`config.mk`:
```
export PLATFORM = sky130hd
export DESIGN_NAME = four_register_alu_executor_flat
export DESIGN_NICKNAME = d
export VERILOG_FILES = /design/src/sv/frae_pkg.sv /design/src/sv/frae_in_if.sv /design/src/sv/frae_out_if.sv /design/src/sv/frae_ram.sv /design/src/sv/frae_mdu.sv /design/src/sv/four_register_alu_executor.sv /design/src/flat_wrapper.sv
export SDC_FILE = /design/constraint.sdc
export NUM_CORES = 2
export LEC_CHECK = 0
export ABC_AREA = 0
export BUFFER_PORTS_ARGS = -buffer_cell sky130_fd_sc_hd__buf_4
export CAP_MARGIN = 5
export CORE_MARGIN = 4
export CORE_UTILIZATION = 35
export CTS_CLUSTER_SIZE = 16
export DETAILED_ROUTE_END_ITERATION = 6
export SLEW_MARGIN = 20
export SYNTH_ARGS = -nofsm -noshare
export SYNTH_HDL_FRONTEND = slang
export SYNTH_SLANG_ARGS = --single-unit
```
`constraint.sdc`:
```
create_clock -name clk_i -period 7.56 [get_ports clk_i]
set_clock_uncertainty 0.05 [all_clocks]
set_input_delay 1.512 -clock clk_i [delete_from_list [all_inputs] [get_ports clk_i]]
set_output_delay 1.512 -clock clk_i [all_outputs]
set_load 0.01 [all_outputs]
```
`src/sv/frae_pkg.sv`:
```
`default_nettype none

package frae_pkg;

  localparam int REG_IDX_W = 2;

  // Operation codes carried in the func field.
  localparam logic [3:0] FN_IN   = 4'd0;
  localparam logic [3:0] FN_ADD  = 4'd1;
  localparam logic [3:0] FN_SUB  = 4'd2;
  localparam logic [3:0] FN_MUL  = 4'd3;
  localparam logic [3:0] FN_DIV  = 4'd4;
  localparam logic [3:0] FN_MOD  = 4'd5;
  localparam logic [3:0] FN_MOV  = 4'd6;
  localparam logic [3:0] FN_XCHG = 4'd7;
  localparam logic [3:0] FN_AND  = 4'd8;
  localparam logic [3:0] FN_OR   = 4'd9;
  localparam logic [3:0] FN_XOR  = 4'd10;
  localparam logic [3:0] FN_OUT  = 4'd11;

  typedef enum logic [1:0] {
    MDU_MUL,
    MDU_DIV,
    MDU_MOD
  } mdu_op_e;

  typedef struct packed {
    logic    start;
    mdu_op_e op;
  } mdu_req_t;

  typedef struct packed {
    logic [3:0]           func;
    logic [REG_IDX_W-1:0] dest_reg;
    logic [REG_IDX_W-1:0] src_reg;
    logic signed [31:0]   immediate;
  } in_item_t;

  typedef struct packed {
    logic               out_valid;
    logic signed [63:0] out_value;
    logic               div_by_zero;
  } out_item_t;

endpackage

`default_nettype wire

```
`src/sv/frae_in_if.sv`:
```
`default_nettype none

interface frae_in_if import frae_pkg::*; ();
  logic     valid;
  logic     ready;
  in_item_t data;

  modport source (output valid, output data, input ready);
  modport sink (input valid, input data, output ready);
endinterface

`default_nettype wire

```
`src/sv/frae_out_if.sv`:
```
`default_nettype none

interface frae_out_if import frae_pkg::*; ();
  logic      valid;
  logic      ready;
  out_item_t data;

  modport source (output valid, output data, input ready);
  modport sink (input valid, input data, output ready);
endinterface

`default_nettype wire

```
`src/sv/frae_ram.sv`:
```
`default_nettype none

module frae_ram #(
  parameter int WIDTH = 64,
  parameter int DEPTH = 4
) (
  input  wire logic                     clk_i,
  input  wire logic                     we_i,
  input  wire logic [$clog2(DEPTH)-1:0] waddr_i,
  input  wire logic [WIDTH-1:0]         wdata_i,
  input  wire logic                     re_i,
  input  wire logic [$clog2(DEPTH)-1:0] raddr_a_i,
  input  wire logic [$clog2(DEPTH)-1:0] raddr_b_i,
  output logic [WIDTH-1:0]              rdata_a_o,
  output logic [WIDTH-1:0]              rdata_b_o
);

  logic [WIDTH-1:0] mem_q [DEPTH];
  logic [WIDTH-1:0] rdata_a_q;
  logic [WIDTH-1:0] rdata_b_q;

  always_ff @(posedge clk_i) begin
    if (we_i) begin
      mem_q[waddr_i] <= wdata_i;
    end
    if (re_i) begin
      rdata_a_q <= mem_q[raddr_a_i];
      rdata_b_q <= mem_q[raddr_b_i];
    end
  end

  assign rdata_a_o = rdata_a_q;
  assign rdata_b_o = rdata_b_q;

endmodule

`default_nettype wire

```
`src/sv/frae_mdu.sv`:
```
`default_nettype none

// Iterative multiply / signed divide unit built around one shared adder.
module frae_mdu import frae_pkg::*; #(
  parameter int WW = 64
) (
  input  wire logic          clk_i,
  input  wire logic          rst_ni,
  input  wire mdu_req_t      req_i,
  input  wire logic [WW-1:0] a_i,
  input  wire logic [WW-1:0] b_i,
  output logic               done_o,
  output logic [WW-1:0]      result_o
);

  localparam int CW = $clog2(WW);

  typedef enum logic [2:0] {
    M_IDLE,
    M_ABS_A,
    M_ABS_B,
    M_STEP,
    M_FIX
  } mstate_e;

  mstate_e       state_q;
  mdu_op_e       op_q;
  logic [WW-1:0] x_q;
  logic [WW-1:0] y_q;
  logic [WW-1:0] z_q;
  logic [CW-1:0] cnt_q;
  logic          na_q;
  logic          nb_q;
  logic          done_q;
  logic [WW-1:0] res_q;

  logic [WW-1:0] add_x;
  logic [WW-1:0] add_y;
  logic          add_sub;
  logic [WW:0]   sum;
  logic          neg_res;

  // Shared adder: x + y, or x - y with the carry out meaning "no borrow".
  always_comb begin
    add_x   = '0;
    add_y   = '0;
    add_sub = 1'b0;
    case (state_q)
      M_ABS_A: begin
        add_y   = z_q;
        add_sub = 1'b1;
      end
      M_ABS_B: begin
        add_y   = y_q;
        add_sub = 1'b1;
      end
      M_STEP: begin
        if (op_q == MDU_MUL) begin
          add_x = x_q;
          add_y = y_q;
        end else begin
          add_x   = {x_q[WW-2:0], z_q[WW-1]};
          add_y   = y_q;
          add_sub = 1'b1;
        end
      end
      M_FIX: begin
        add_y   = (op_q == MDU_DIV) ? z_q : x_q;
        add_sub = 1'b1;
      end
      default: begin
        add_sub = 1'b0;
      end
    endcase
  end

  assign sum = {1'b0, add_x} + {1'b0, add_y ^ {WW{add_sub}}} + (WW + 1)'(add_sub);

  always_comb begin
    case (op_q)
      MDU_DIV: neg_res = na_q ^ nb_q;
      MDU_MOD: neg_res = na_q;
      default: neg_res = 1'b0;
    endcase
  end

  always_ff @(posedge clk_i or negedge rst_ni) begin
    if (!rst_ni) begin
      state_q <= M_IDLE;
      op_q    <= MDU_MUL;
      x_q     <= '0;
      y_q     <= '0;
      z_q     <= '0;
      cnt_q   <= '0;
      na_q    <= 1'b0;
      nb_q    <= 1'b0;
      done_q  <= 1'b0;
      res_q   <= '0;
    end else begin
      done_q <= 1'b0;
      case (state_q)
        M_IDLE: begin
          if (req_i.start) begin
            op_q  <= req_i.op;
            x_q   <= '0;
            cnt_q <= CW'(WW - 1);
            na_q  <= a_i[WW-1];
            nb_q  <= b_i[WW-1];
            if (req_i.op == MDU_MUL) begin
              y_q     <= a_i;
              z_q     <= b_i;
              state_q <= M_STEP;
            end else begin
              z_q     <= a_i;
              y_q     <= b_i;
              state_q <= M_ABS_A;
            end
          end
        end
        M_ABS_A: begin
          if (na_q) begin
            z_q <= sum[WW-1:0];
          end
          state_q <= M_ABS_B;
        end
        M_ABS_B: begin
          if (nb_q) begin
            y_q <= sum[WW-1:0];
          end
          state_q <= M_STEP;
        end
        M_STEP: begin
          if (op_q == MDU_MUL) begin
            if (z_q[0]) begin
              x_q <= sum[WW-1:0];
            end
            y_q <= {y_q[WW-2:0], 1'b0};
            z_q <= {1'b0, z_q[WW-1:1]};
          end else begin
            // Restoring division: keep the difference when no borrow occurred.
            if (sum[WW]) begin
              x_q <= sum[WW-1:0];
            end else begin
              x_q <= add_x;
            end
            z_q <= {z_q[WW-2:0], sum[WW]};
          end
          cnt_q <= cnt_q - 1'b1;
          if (cnt_q == '0) begin
            state_q <= M_FIX;
          end
        end
        M_FIX: begin
          if (neg_res) begin
            res_q <= sum[WW-1:0];
          end else begin
            res_q <= add_y;
          end
          done_q  <= 1'b1;
          state_q <= M_IDLE;
        end
        default: begin
          state_q <= M_IDLE;
        end
      endcase
    end
  end

  assign done_o   = done_q;
  assign result_o = res_q;

endmodule

`default_nettype wire

```
`src/sv/four_register_alu_executor.sv`:
```
// Register-file ALU instruction executor.
// The input channel in_i carries one decoded instruction per transfer: func,
// dest_reg, src_reg and a signed 32-bit immediate. Every instruction gives
// exactly one transfer on the output channel out_o: out_valid and out_value
// report the source register for an out instruction, div_by_zero flags a
// divide or modulo by zero, which leaves the destination unchanged.
// Instructions run one at a time. Loads, moves, add, sub and the logic
// operations pass from acceptance through a read and an execute state to
// the result register. Multiply, divide and modulo then run on from there
// one bit per cycle through a shared iterative multiply/divide unit that also
// forms the operand magnitudes and the final sign. Exchange needs an extra
// state for its second register write. in_i.ready is high only while no
// instruction is in flight; a new instruction may be taken while the previous
// result still waits in the output register.
// If the receiver stalls, the result holds in the output register and the
// block waits before its write-back until that register is free.
// Reset clears every register of the file to zero through per-entry valid
// bits and empties the output register; it takes effect at once.
`default_nettype none

module four_register_alu_executor import frae_pkg::*; #(
  parameter int NUM_REGS   = 4,
  parameter int WORD_WIDTH = 64
) (
  input  wire logic   clk_i,
  input  wire logic   rst_ni,
  frae_in_if.sink     in_i,
  frae_out_if.source  out_o
);

  localparam int AW = $clog2(NUM_REGS);
  localparam int WW = WORD_WIDTH;

  typedef enum logic [2:0] {
    S_IDLE,
    S_READ,
    S_EXEC,
    S_WAIT,
    S_WB,
    S_XCHG
  } state_e;

  state_e                state_q;
  logic [3:0]            func_q;
  logic [REG_IDX_W-1:0]  dest_q;
  logic [REG_IDX_W-1:0]  src_q;
  logic signed [31:0]    imm_q;
  logic                  d_rng_q;
  logic                  s_rng_q;
  logic                  a_ok_q;
  logic                  b_ok_q;
  logic [WW-1:0]         a_q;
  logic [WW-1:0]         b_q;
  logic [WW-1:0]         res_q;
  logic                  wr_q;
  logic                  dz_q;
  logic                  ov_q;
  logic                  xchg_q;
  logic [NUM_REGS-1:0]   vld_q;
  logic                  out_vld_q;
  out_item_t             out_data_q;

  logic                  accept;
  logic                  d_rng_in;
  logic                  s_rng_in;
  logic [AW-1:0]         ra_a;
  logic [AW-1:0]         ra_b;
  logic [WW-1:0]         rdata_a;
  logic [WW-1:0]         rdata_b;
  logic                  slot_free;
  logic                  ram_we;
  logic [AW-1:0]         ram_waddr;
  logic [WW-1:0]         ram_wdata;
  mdu_req_t              mdu_req;
  logic                  mdu_done;
  logic [WW-1:0]         mdu_result;

  logic signed [63:0]    imm64;
  logic signed [WW-1:0]  res_s;
  logic [WW-1:0]         ex_res;
  logic                  ex_wr;
  logic                  ex_dz;
  logic                  ex_ov;
  logic                  ex_xchg;

  assign in_i.ready = (state_q == S_IDLE);
  assign accept     = in_i.valid && (state_q == S_IDLE);
  assign d_rng_in   = int'(in_i.data.dest_reg) < NUM_REGS;
  assign s_rng_in   = int'(in_i.data.src_reg) < NUM_REGS;
  assign ra_a       = AW'(in_i.data.dest_reg);
  assign ra_b       = AW'(in_i.data.src_reg);
  assign slot_free  = !out_vld_q || out_o.ready;

  always_comb begin
    ram_we    = 1'b0;
    ram_waddr = AW'(dest_q);
    ram_wdata = res_q;
    if (state_q == S_WB) begin
      ram_we = slot_free && wr_q && d_rng_q;
    end else if (state_q == S_XCHG) begin
      ram_we    = s_rng_q;
      ram_waddr = AW'(src_q);
      ram_wdata = a_q;
    end
  end

  frae_ram #(
    .WIDTH (WW),
    .DEPTH (NUM_REGS)
  ) u_regs (
    .clk_i     (clk_i),
    .we_i      (ram_we),
    .waddr_i   (ram_waddr),
    .wdata_i   (ram_wdata),
    .re_i      (accept),
    .raddr_a_i (ra_a),
    .raddr_b_i (ra_b),
    .rdata_a_o (rdata_a),
    .rdata_b_o (rdata_b)
  );

  always_comb begin
    mdu_req.start = 1'b0;
    mdu_req.op    = MDU_MOD;
    if (func_q == FN_MUL) begin
      mdu_req.op = MDU_MUL;
    end else if (func_q == FN_DIV) begin
      mdu_req.op = MDU_DIV;
    end
    if (state_q == S_EXEC) begin
      mdu_req.start = (func_q == FN_MUL) ||
                      (((func_q == FN_DIV) || (func_q == FN_MOD)) && (b_q != '0));
    end
  end

  frae_mdu #(
    .WW (WW)
  ) u_mdu (
    .clk_i    (clk_i),
    .rst_ni   (rst_ni),
    .req_i    (mdu_req),
    .a_i      (a_q),
    .b_i      (b_q),
    .done_o   (mdu_done),
    .result_o (mdu_result)
  );

  assign imm64 = 64'(imm_q);
  assign res_s = res_q;

  always_comb begin
    ex_res  = '0;
    ex_wr   = 1'b0;
    ex_dz   = 1'b0;
    ex_ov   = 1'b0;
    ex_xchg = 1'b0;
    case (func_q)
      FN_IN: begin
        ex_res = imm64[WW-1:0];
        ex_wr  = 1'b1;
      end
      FN_ADD: begin
        ex_res = a_q + b_q;
        ex_wr  = 1'b1;
      end
      FN_SUB: begin
        ex_res = a_q - b_q;
        ex_wr  = 1'b1;
      end
      FN_MUL: begin
        ex_wr = 1'b1;
      end
      FN_DIV, FN_MOD: begin
        ex_dz = (b_q == '0);
        ex_wr = (b_q != '0);
      end
      FN_MOV: begin
        ex_res = b_q;
        ex_wr  = 1'b1;
      end
      FN_XCHG: begin
        ex_res  = b_q;
        ex_wr   = 1'b1;
        ex_xchg = 1'b1;
      end
      FN_AND: begin
        ex_res = a_q & b_q;
        ex_wr  = 1'b1;
      end
      FN_OR: begin
        ex_res = a_q | b_q;
        ex_wr  = 1'b1;
      end
      FN_XOR: begin
        ex_res = a_q ^ b_q;
        ex_wr  = 1'b1;
      end
      FN_OUT: begin
        ex_res = b_q;
        ex_ov  = 1'b1;
      end
      default: begin
        ex_wr = 1'b0;
      end
    endcase
  end

  always_ff @(posedge clk_i or negedge rst_ni) begin
    if (!rst_ni) begin
      state_q    <= S_IDLE;
      func_q     <= '0;
      dest_q     <= '0;
      src_q      <= '0;
      imm_q      <= '0;
      d_rng_q    <= 1'b0;
      s_rng_q    <= 1'b0;
      a_ok_q     <= 1'b0;
      b_ok_q     <= 1'b0;
      a_q        <= '0;
      b_q        <= '0;
      res_q      <= '0;
      wr_q       <= 1'b0;
      dz_q       <= 1'b0;
      ov_q       <= 1'b0;
      xchg_q     <= 1'b0;
      vld_q      <= '0;
      out_vld_q  <= 1'b0;
      out_data_q <= '0;
    end else begin
      // In the write-back state a freed output register is refilled below.
      if (out_vld_q && out_o.ready && (state_q != S_WB)) begin
        out_vld_q <= 1'b0;
      end
      if (ram_we) begin
        vld_q[ram_waddr] <= 1'b1;
      end
      case (state_q)
        S_IDLE: begin
          if (accept) begin
            func_q  <= in_i.data.func;
            dest_q  <= in_i.data.dest_reg;
            src_q   <= in_i.data.src_reg;
            imm_q   <= in_i.data.immediate;
            d_rng_q <= d_rng_in;
            s_rng_q <= s_rng_in;
            // A register never written since reset reads as zero.
            a_ok_q  <= d_rng_in && vld_q[ra_a];
            b_ok_q  <= s_rng_in && vld_q[ra_b];
            state_q <= S_READ;
          end
        end
        S_READ: begin
          a_q     <= a_ok_q ? rdata_a : '0;
          b_q     <= b_ok_q ? rdata_b : '0;
          state_q <= S_EXEC;
        end
        S_EXEC: begin
          res_q   <= ex_res;
          wr_q    <= ex_wr;
          dz_q    <= ex_dz;
          ov_q    <= ex_ov;
          xchg_q  <= ex_xchg;
          state_q <= mdu_req.start ? S_WAIT : S_WB;
        end
        S_WAIT: begin
          if (mdu_done) begin
            res_q   <= mdu_result;
            state_q <= S_WB;
          end
        end
        S_WB: begin
          if (slot_free) begin
            out_vld_q              <= 1'b1;
            out_data_q.out_valid   <= ov_q;
            out_data_q.out_value   <= ov_q ? 64'(res_s) : '0;
            out_data_q.div_by_zero <= dz_q;
            state_q                <= xchg_q ? S_XCHG : S_IDLE;
          end
        end
        S_XCHG: begin
          state_q <= S_IDLE;
        end
        default: begin
          state_q <= S_IDLE;
        end
      endcase
    end
  end

  assign out_o.valid = out_vld_q;
  assign out_o.data  = out_data_q;

endmodule

`default_nettype wire
```
`src/flat_wrapper.sv`:
```
// flat-port wrapper written by rule: the top's interface ports become plain ports
module four_register_alu_executor_flat import frae_pkg::*;
#(
  parameter int NUM_REGS   = 4,
  parameter int WORD_WIDTH = 64
)
  (clk_i, rst_ni, in_i_valid, in_i_data, in_i_ready, out_o_valid, out_o_data, out_o_ready);
  frae_in_if in_i_i ();
  frae_out_if out_o_i ();
  input  wire logic clk_i;
  input  wire logic rst_ni;
  input wire logic [$bits(in_i_i.valid)-1:0] in_i_valid;
  input wire logic [$bits(in_i_i.data)-1:0] in_i_data;
  output wire logic [$bits(in_i_i.ready)-1:0] in_i_ready;
  output wire logic [$bits(out_o_i.valid)-1:0] out_o_valid;
  output wire logic [$bits(out_o_i.data)-1:0] out_o_data;
  input wire logic [$bits(out_o_i.ready)-1:0] out_o_ready;
  assign in_i_i.valid = in_i_valid;
  assign in_i_i.data = in_i_data;
  assign in_i_ready = in_i_i.ready;
  assign out_o_valid = out_o_i.valid;
  assign out_o_data = out_o_i.data;
  assign out_o_i.ready = out_o_ready;
  four_register_alu_executor #(.NUM_REGS(NUM_REGS), .WORD_WIDTH(WORD_WIDTH)) u_core (.clk_i(clk_i), .rst_ni(rst_ni), .in_i(in_i_i), .out_o(out_o_i));
endmodule
```
; Word level (Yosys, flattened, before mapping)
; Memory sizes are Yosys's and may differ from the RTL's. A register that Yosys moved wholly into a read port is not among the register bits.
; Index checks and enable logic that the tools add are counted.
; W data, S select, Z words.
[classes]
add_sub_neg = 5
magnitude_cmp = 4
eq_ne = 32
muxes = 66
bitwise = 6
reduce_logical = 38
[op_table]
columns = cell, count
row1 = $mux W64, 22
row2 = $pmux W64 S3, 3
row3 = $pmux W64 S7, 1
row4 = $pmux W64 S2, 2
row5 = $xor A64 B64 Y64, 2
row6 = $add A64 B64 Y65, 1
row7 = $add A65 B1 Y65, 1
row8 = $add A64 B64 Y64, 1
row9 = $and A64 B64 Y64, 1
row10 = $logic_not A64 Y1, 1
row11 = $or A64 B64 Y64, 1
row12 = $reduce_bool A64 Y1, 1
row13 = $sub A64 B64 Y64, 1
row14 = $mux W3, 7
row15 = $eq A4 B3 Y1 const B, 4
row16 = $eq A4 B4 Y1 const B, 4
row17 = $mux W1, 16
row18 = $pmux W3 S5, 1
row19 = $eq A3 B2 Y1 const B, 4
row20 = $pmux W3 S4, 1
row21 = $pmux W6 S2, 1
row22 = $reduce_and A2 Y1, 6
row23 = $mux W2, 5
row24 = $ne A2 B2 Y1 const B, 5
row25 = 31 further kinds, 59
[totals]
ff_bits = 583
mem_bits_rw = 256
elab_cells = 182
memories = 1
[memory_table]
columns = name, depth, word_bits, rd, rd_clocked_by_memory_dff, write_ports, line
row1 = u_core.u_regs.mem_q, 4, 64, 2, 2, 1, frae_ram.sv:18  ; logic [WIDTH-1:0] mem_q [DEPTH];

; Logic depth before layout (Yosys ltp)
[depth]
ltp_word = 9
mapped_depth = 22
mapped_depth_nobuf = 21

; Modules after synthesis
; From an unflattened synthesis, not the netlist that was laid out.
[unflattened]
cells_unflattened = 6055
area_unflattened_um2 = 58534.9
[modules_own_cells]
columns = module, n_inst, cells_each, area_per_inst_um2, seq_area_each_um2
row1 = four_register_alu_executor, 1, 2780, 22278.9, 7832.5
row2 = frae_mdu, 1, 2731, 21448.1, 6756.5
row3 = frae_ram, 1, 544, 14808.0, 11531.1

; Worst setup path after synthesis
; Ideal clock, no wire load.
[synth_timing]
kind = input to register
start = input port in_i_valid
end = register u_core.imm_q[23]
setup_ps = 84
arrival_time_ps = 6249
required_ps = 7426
setup_slack_ps = 1177
cell_stages = 4
n_path_buf = 2
cell_sequence = and2_1 clkbuf_1 clkbuf_1 mux2_2
[synth_between]
elab_chain_cells = 2
[synth_lines]
columns = item, line
row1 = start: declaration, flat_wrapper.sv:12  ; input wire logic [$bits(in_i_i.valid)-1:0] in_i_valid;
row2 = $logic_and A1 B1 Y1, four_register_alu_executor.sv:87  ; assign accept = in_i.valid && (state_q == S_IDLE);
row3 = net u_core.accept, four_register_alu_executor.sv:63  ; logic accept;
row4 = $reduce_and A2 Y1 (no line), --
row5 = end signal: assignment, four_register_alu_executor.sv:243  ; imm_q <= in_i.data.immediate;
row6 = end: declaration, four_register_alu_executor.sv:47  ; logic signed [31:0] imm_q;
; The timed path passes the listed nets, and every way through them passes these cells.
; A chain may end at the register's enable or synchronous reset.

; Final worst setup path
[layout_timing]
start = register u_core.u_mdu.op_q[0]
end = register u_core.u_mdu.x_q[57]
[layout_between]
elab_chain_cells = 9
[layout_lines]
columns = item, line
row1 = start: declaration, frae_mdu.sv:27  ; mdu_op_e op_q;
row2 = start signal: assignment, frae_mdu.sv:104  ; op_q <= req_i.op;
row3 = $eq A2 B1 Y1 or $logic_not A2 Y1 (tied branches), "frae_mdu.sv:68, frae_mdu.sv:58, frae_mdu.sv:133"
row4 = $mux W64 or $mux W1 (tied branches), "frae_mdu.sv:68, frae_mdu.sv:58"
row5 = $pmux W64 S3 or $pmux W1 S2 (tied branches), frae_mdu.sv:48  ; case (state_q)
row6 = $xor A64 B64 Y64, frae_mdu.sv:77  ; assign sum = {1'b0, add_x} + {1'b0, add_y ^ {WW{add_sub}}} + (WW + 1)'(add_sub);
row7 = $add A64 B64 Y65, frae_mdu.sv:77
row8 = $add A65 B1 Y65, frae_mdu.sv:77
row9 = "$mux W64, on equally long branches", "frae_mdu.sv:141, frae_mdu.sv:134"
row10 = $mux W64, frae_mdu.sv:133  ; if (op_q == MDU_MUL) begin
row11 = $pmux W64 S2, frae_mdu.sv:101  ; case (state_q)
row12 = end signal: assignment, frae_mdu.sv:135  ; x_q <= sum[WW-1:0];
row13 = end signal: assignment, frae_mdu.sv:142  ; x_q <= sum[WW-1:0];
row14 = end: declaration, frae_mdu.sv:28  ; logic [WW-1:0] x_q;
; Several ways; a longest one is shown, not always the timed one. The select of a mux whose other input is x is not followed.

==> flow_metrics.py <==
metrics = {
    "run_status": {
        "status": "finished with violations",
        "violations": "design-rule violations",
    },
    "sta": {
        "period_share": 0.921,
        "finalCriticalPeriod_ps": 6960,
        "worst_slew_pin_slew_ps": 1190,
        "setup_tns_ps": 0,
        "setup_viol": 0,
        "final_hold_viol_count": 0,
        "slew_headroom": 0.206,
        "max_freq_mhz": 144,
        "rsz0062_at_grt": "no",
        "slew_viol_final": 0,
    },
    "worst_setup_path": {
        "cp_num_buf_inv": 2,
        "crit_chain": "inv_1, ha_4, nand3_1, o21ai_0, a21oi_4, buf_4, xnor2_1, ha_1, nand2_1, o21ai_0, o21ai_0, nor2_1, o2111ai_1, o21ai_1, a41o_2, nand2_1, o21ai_0",
        "path_delay_family": "compound AO/OA/AOI/OAI gates",
        "worstPathRequired_ps": 8150,
        "end_kind": "flip-flop",
        "critPathLaunchType": "flip-flop",
        "crit_fanout": 39,
        "reg2reg_slack_ps": 600,
        "path_class": "reg -> reg",
        "cp_data_arrival_time_ps": 7550,
        "slowest_delay_ps": 1110,
        "crit_top_cell": "o21ai_0",
        "slowest_stage": "a41o_2",
    },
    "placed_design": {
        "dp_hpwl_microns": 156000,
        "port_buffers": 111,
        "finalWeightedCongestion": 0.958,
    },
    "clock_tree": {
        "numCtsBuffers": 104,
        "cts-htree-levels": 3,
        "cts_setup_buffers": 0,
        "clk_latency_ps": 740,
        "cts_buffer_depth": 3,
        "cts_sinks": 967,
        "cts_resized": 0,
        "cts_hold_buffers": 0,
        "clk_pin_slew_ps": 70,
        "cts_tree": "built",
        "cts-root-buf": "clkbuf_16",
    },
    "synth": {
        "synth_nets": 6472,
        "synth_seq_cells": 967,
        "ys_warn_count": 0,
        "synthCells": 6166,
        "avgSynthCellArea_sq_um": 9.56,
        "ys_seq_area_frac": 0.443,
        "synthesis.area_sq_um": 59000,
        "synth_flop_cell": "dfrtp_1",
        "synth_edf_count": 384,
        "synth_cell_type_count": 97,
        "synthArstFlopShare": 0.603,
    },
    "grt": {
        "antenna_found_initial": 7,
        "grt_pass1_vias": 47954,
        "gr-total-overflow": 0,
        "grt_usage": 0.246,
        "grt_pass1_wl_microns": 326000,
        "grt_max_degree": 173,
    },
    "hold_path": {
        "hold_class": "reg -> reg",
    },
    "cells_and_area": {
        "finalNetCount": 6312,
        "syn2layout_area_growth_pct": 10.8,
        "regArea_sq_um": 26100,
        "multiInputGateArea_sq_um": 30500,
        "fill_cells": 16504,
        "drive_gt1_frac": 0.110,
    },
    "floorplan": {
        "die_area_sq_um": 175000,
        "core_sq_um": 167000,
        "ios": 112,
        "die_h_microns": 418,
        "die_w_microns": 418,
        "start_util": 0.352,
        "num_rows": 150,
    },
    "routing": {
        "first_pass_iters": 7,
        "drt-initial-drc-count": 6866,
        "wire_per_inst_microns": 26.5,
        "drc_errors": 35,
        "ant_nets": 0,
        "wl_microns": 220000,
        "vias": 49907,
        "viasPerCell": 6.01,
    },
    "run": {
        "maxCapViolations": 0,
    },
}
## kinds of logic (layout without fill, tap and decap cells)
kind of cell | count (synthesis) | count (layout) | synth area share
DFF | 967 | 967 | 0.443
muxes | 402 | 402 | 0.0971
adders and majority gates | 262 | 262 | 0.0558
and+or+nand+nor | 1818 | 1818 | 0.132
xor gates and xnor gates | 241 | 241 | 0.0358
other | 0 | 2 | 0
AOI/OAI and AO/OA | 1817 | 1817 | 0.192
buffers and inverters | 659 | 590 | 0.0447
## final cells by class
type	count	area share
Sequential cell	967	0.400
Multi-Input combinational cell	4540	0.466
Timing Repair Buffer	212	0.0266
Inverter	181	0.0104
Clock inverter	58	0.0109
Tap cell	2204	0.0422
Antenna cell	2	0.0000766
Clock buffer	139	0.0440
## synth_stat cells, types with 18 or more instances
cell type  count  area (sq um)
nand2b_1      22           138
nand3_1      107           536
a22oi_1       20           150
o211ai_1      55           413
ha_1         260          3250
mux4_2       130          2930
o21bai_1      25           188
and2_1        21           131
a211oi_1      35           263
a222oi_1     120          1200
clkbuf_1     393          1480
a21o_1        61           458
a22o_1        34           298
dfrtp_1      583         14600
a31oi_1       64           400
nor2_1       341          1280
xnor2_1      199          1740
inv_1        179           672
nand4_1       47           294
o31ai_1       21           158
buf_2         19          95.1
a221oi_1      61           534
o21ai_1       18          90.1
nor4_1        20           125
xor2_1        42           368
and3_1        23           144
edfxtp_1     384         11500
nor3_1        95           475
nor2b_1       21           131
nand2_1     1044          3920
buf_1         43           161
mux2i_1      212          2120
mux2_2        60           676
o21ai_0      667          3340
o21a_1        31           233
a21oi_1      471          2360
## registers in the layout, summed over array words and instances (netlist names), 2 cells and up
| register | count |
|---|---|
| u_core.u_mdu.state_q | 3 |
| u_core.func_q | 4 |
| u_core.a_q | 64 |
| u_core.src_q | 2 |
| u_core.dest_q | 2 |
| u_core.u_regs.mem_q | 256 |
| u_core.u_regs.rdata_a_o | 64 |
| u_core.u_regs.rdata_b_o | 64 |
| u_core.b_q | 64 |
| u_core.state_q | 3 |
| u_core.imm_q | 32 |
| u_core.u_mdu.z_q | 64 |
| u_core.out_o.data | 66 |
| u_core.u_mdu.y_q | 64 |
| u_core.u_mdu.x_q | 64 |
| u_core.u_mdu.cnt_q | 6 |
| u_core.vld_q | 4 |
| u_core.res_q | 64 |
| u_core.u_mdu.op_q | 2 |
| u_core.u_mdu.result_o | 64 |
## metal layers
layer  track usage  share of wire  vias to the layer above
li1              -              -                    22245
met1         0.365           0.45                    24762
met2         0.357           0.42                     2534
met3        0.0453          0.094                      362
met4        0.0868          0.037                        4
met5             0        0.00010                        -
## per-stage QoR
stage | util | setup WS (ps) | hold WS, ps | cells | instance area (sq um)
finish | 0.390 | 598 | 429 | 8303 | 65400
global placement | 0.369 | 852 | 413 | 8104 | 61800
detailed placement | 0.369 | 740 | 420 | 8104 | 61800
CTS | 0.390 | 735 | 430 | 8301 | 65400
floorplan | - | 1180 | 389 | 6166 | 59000
global route | 0.390 | 309 | 462 | 8303 | 65400
## cells in the final DEF, fill, tap and decap left out, types with 178 or more instances in the layout
cell / instances
mux2i_1: 212
buf_4: 200
ha_1: 259
edfxtp_1: 384
nor2_1: 333
inv_1: 178
dfrtp_1: 578
nand2_1: 1038
a21oi_1: 468
xnor2_1: 199
o21ai_0: 665
## final timing paths
| check | startpoint | endpoint | depth (start not counted) |
|---|---|---|---|
| max | u_core.u_mdu.op_q[0] | u_core.u_mdu.x_q[57] | 17 |
| max in group asynchronous | rst_ni | u_core.out_o.data[47] | 2 |
| min reg2reg | u_core.u_mdu.cnt_q[5] | u_core.u_mdu.cnt_q[5] | 1 |
| min | u_core.u_mdu.cnt_q[5] | u_core.u_mdu.cnt_q[5] | 1 |
| max reg2reg | u_core.u_mdu.op_q[0] | u_core.u_mdu.x_q[57] | 17 |
| min in group asynchronous | rst_ni | u_core.out_o.data[24] | 1 |
Power is not shown: default switching activity piles up to over one toggle a cycle in this logic, so the estimate is an artifact.
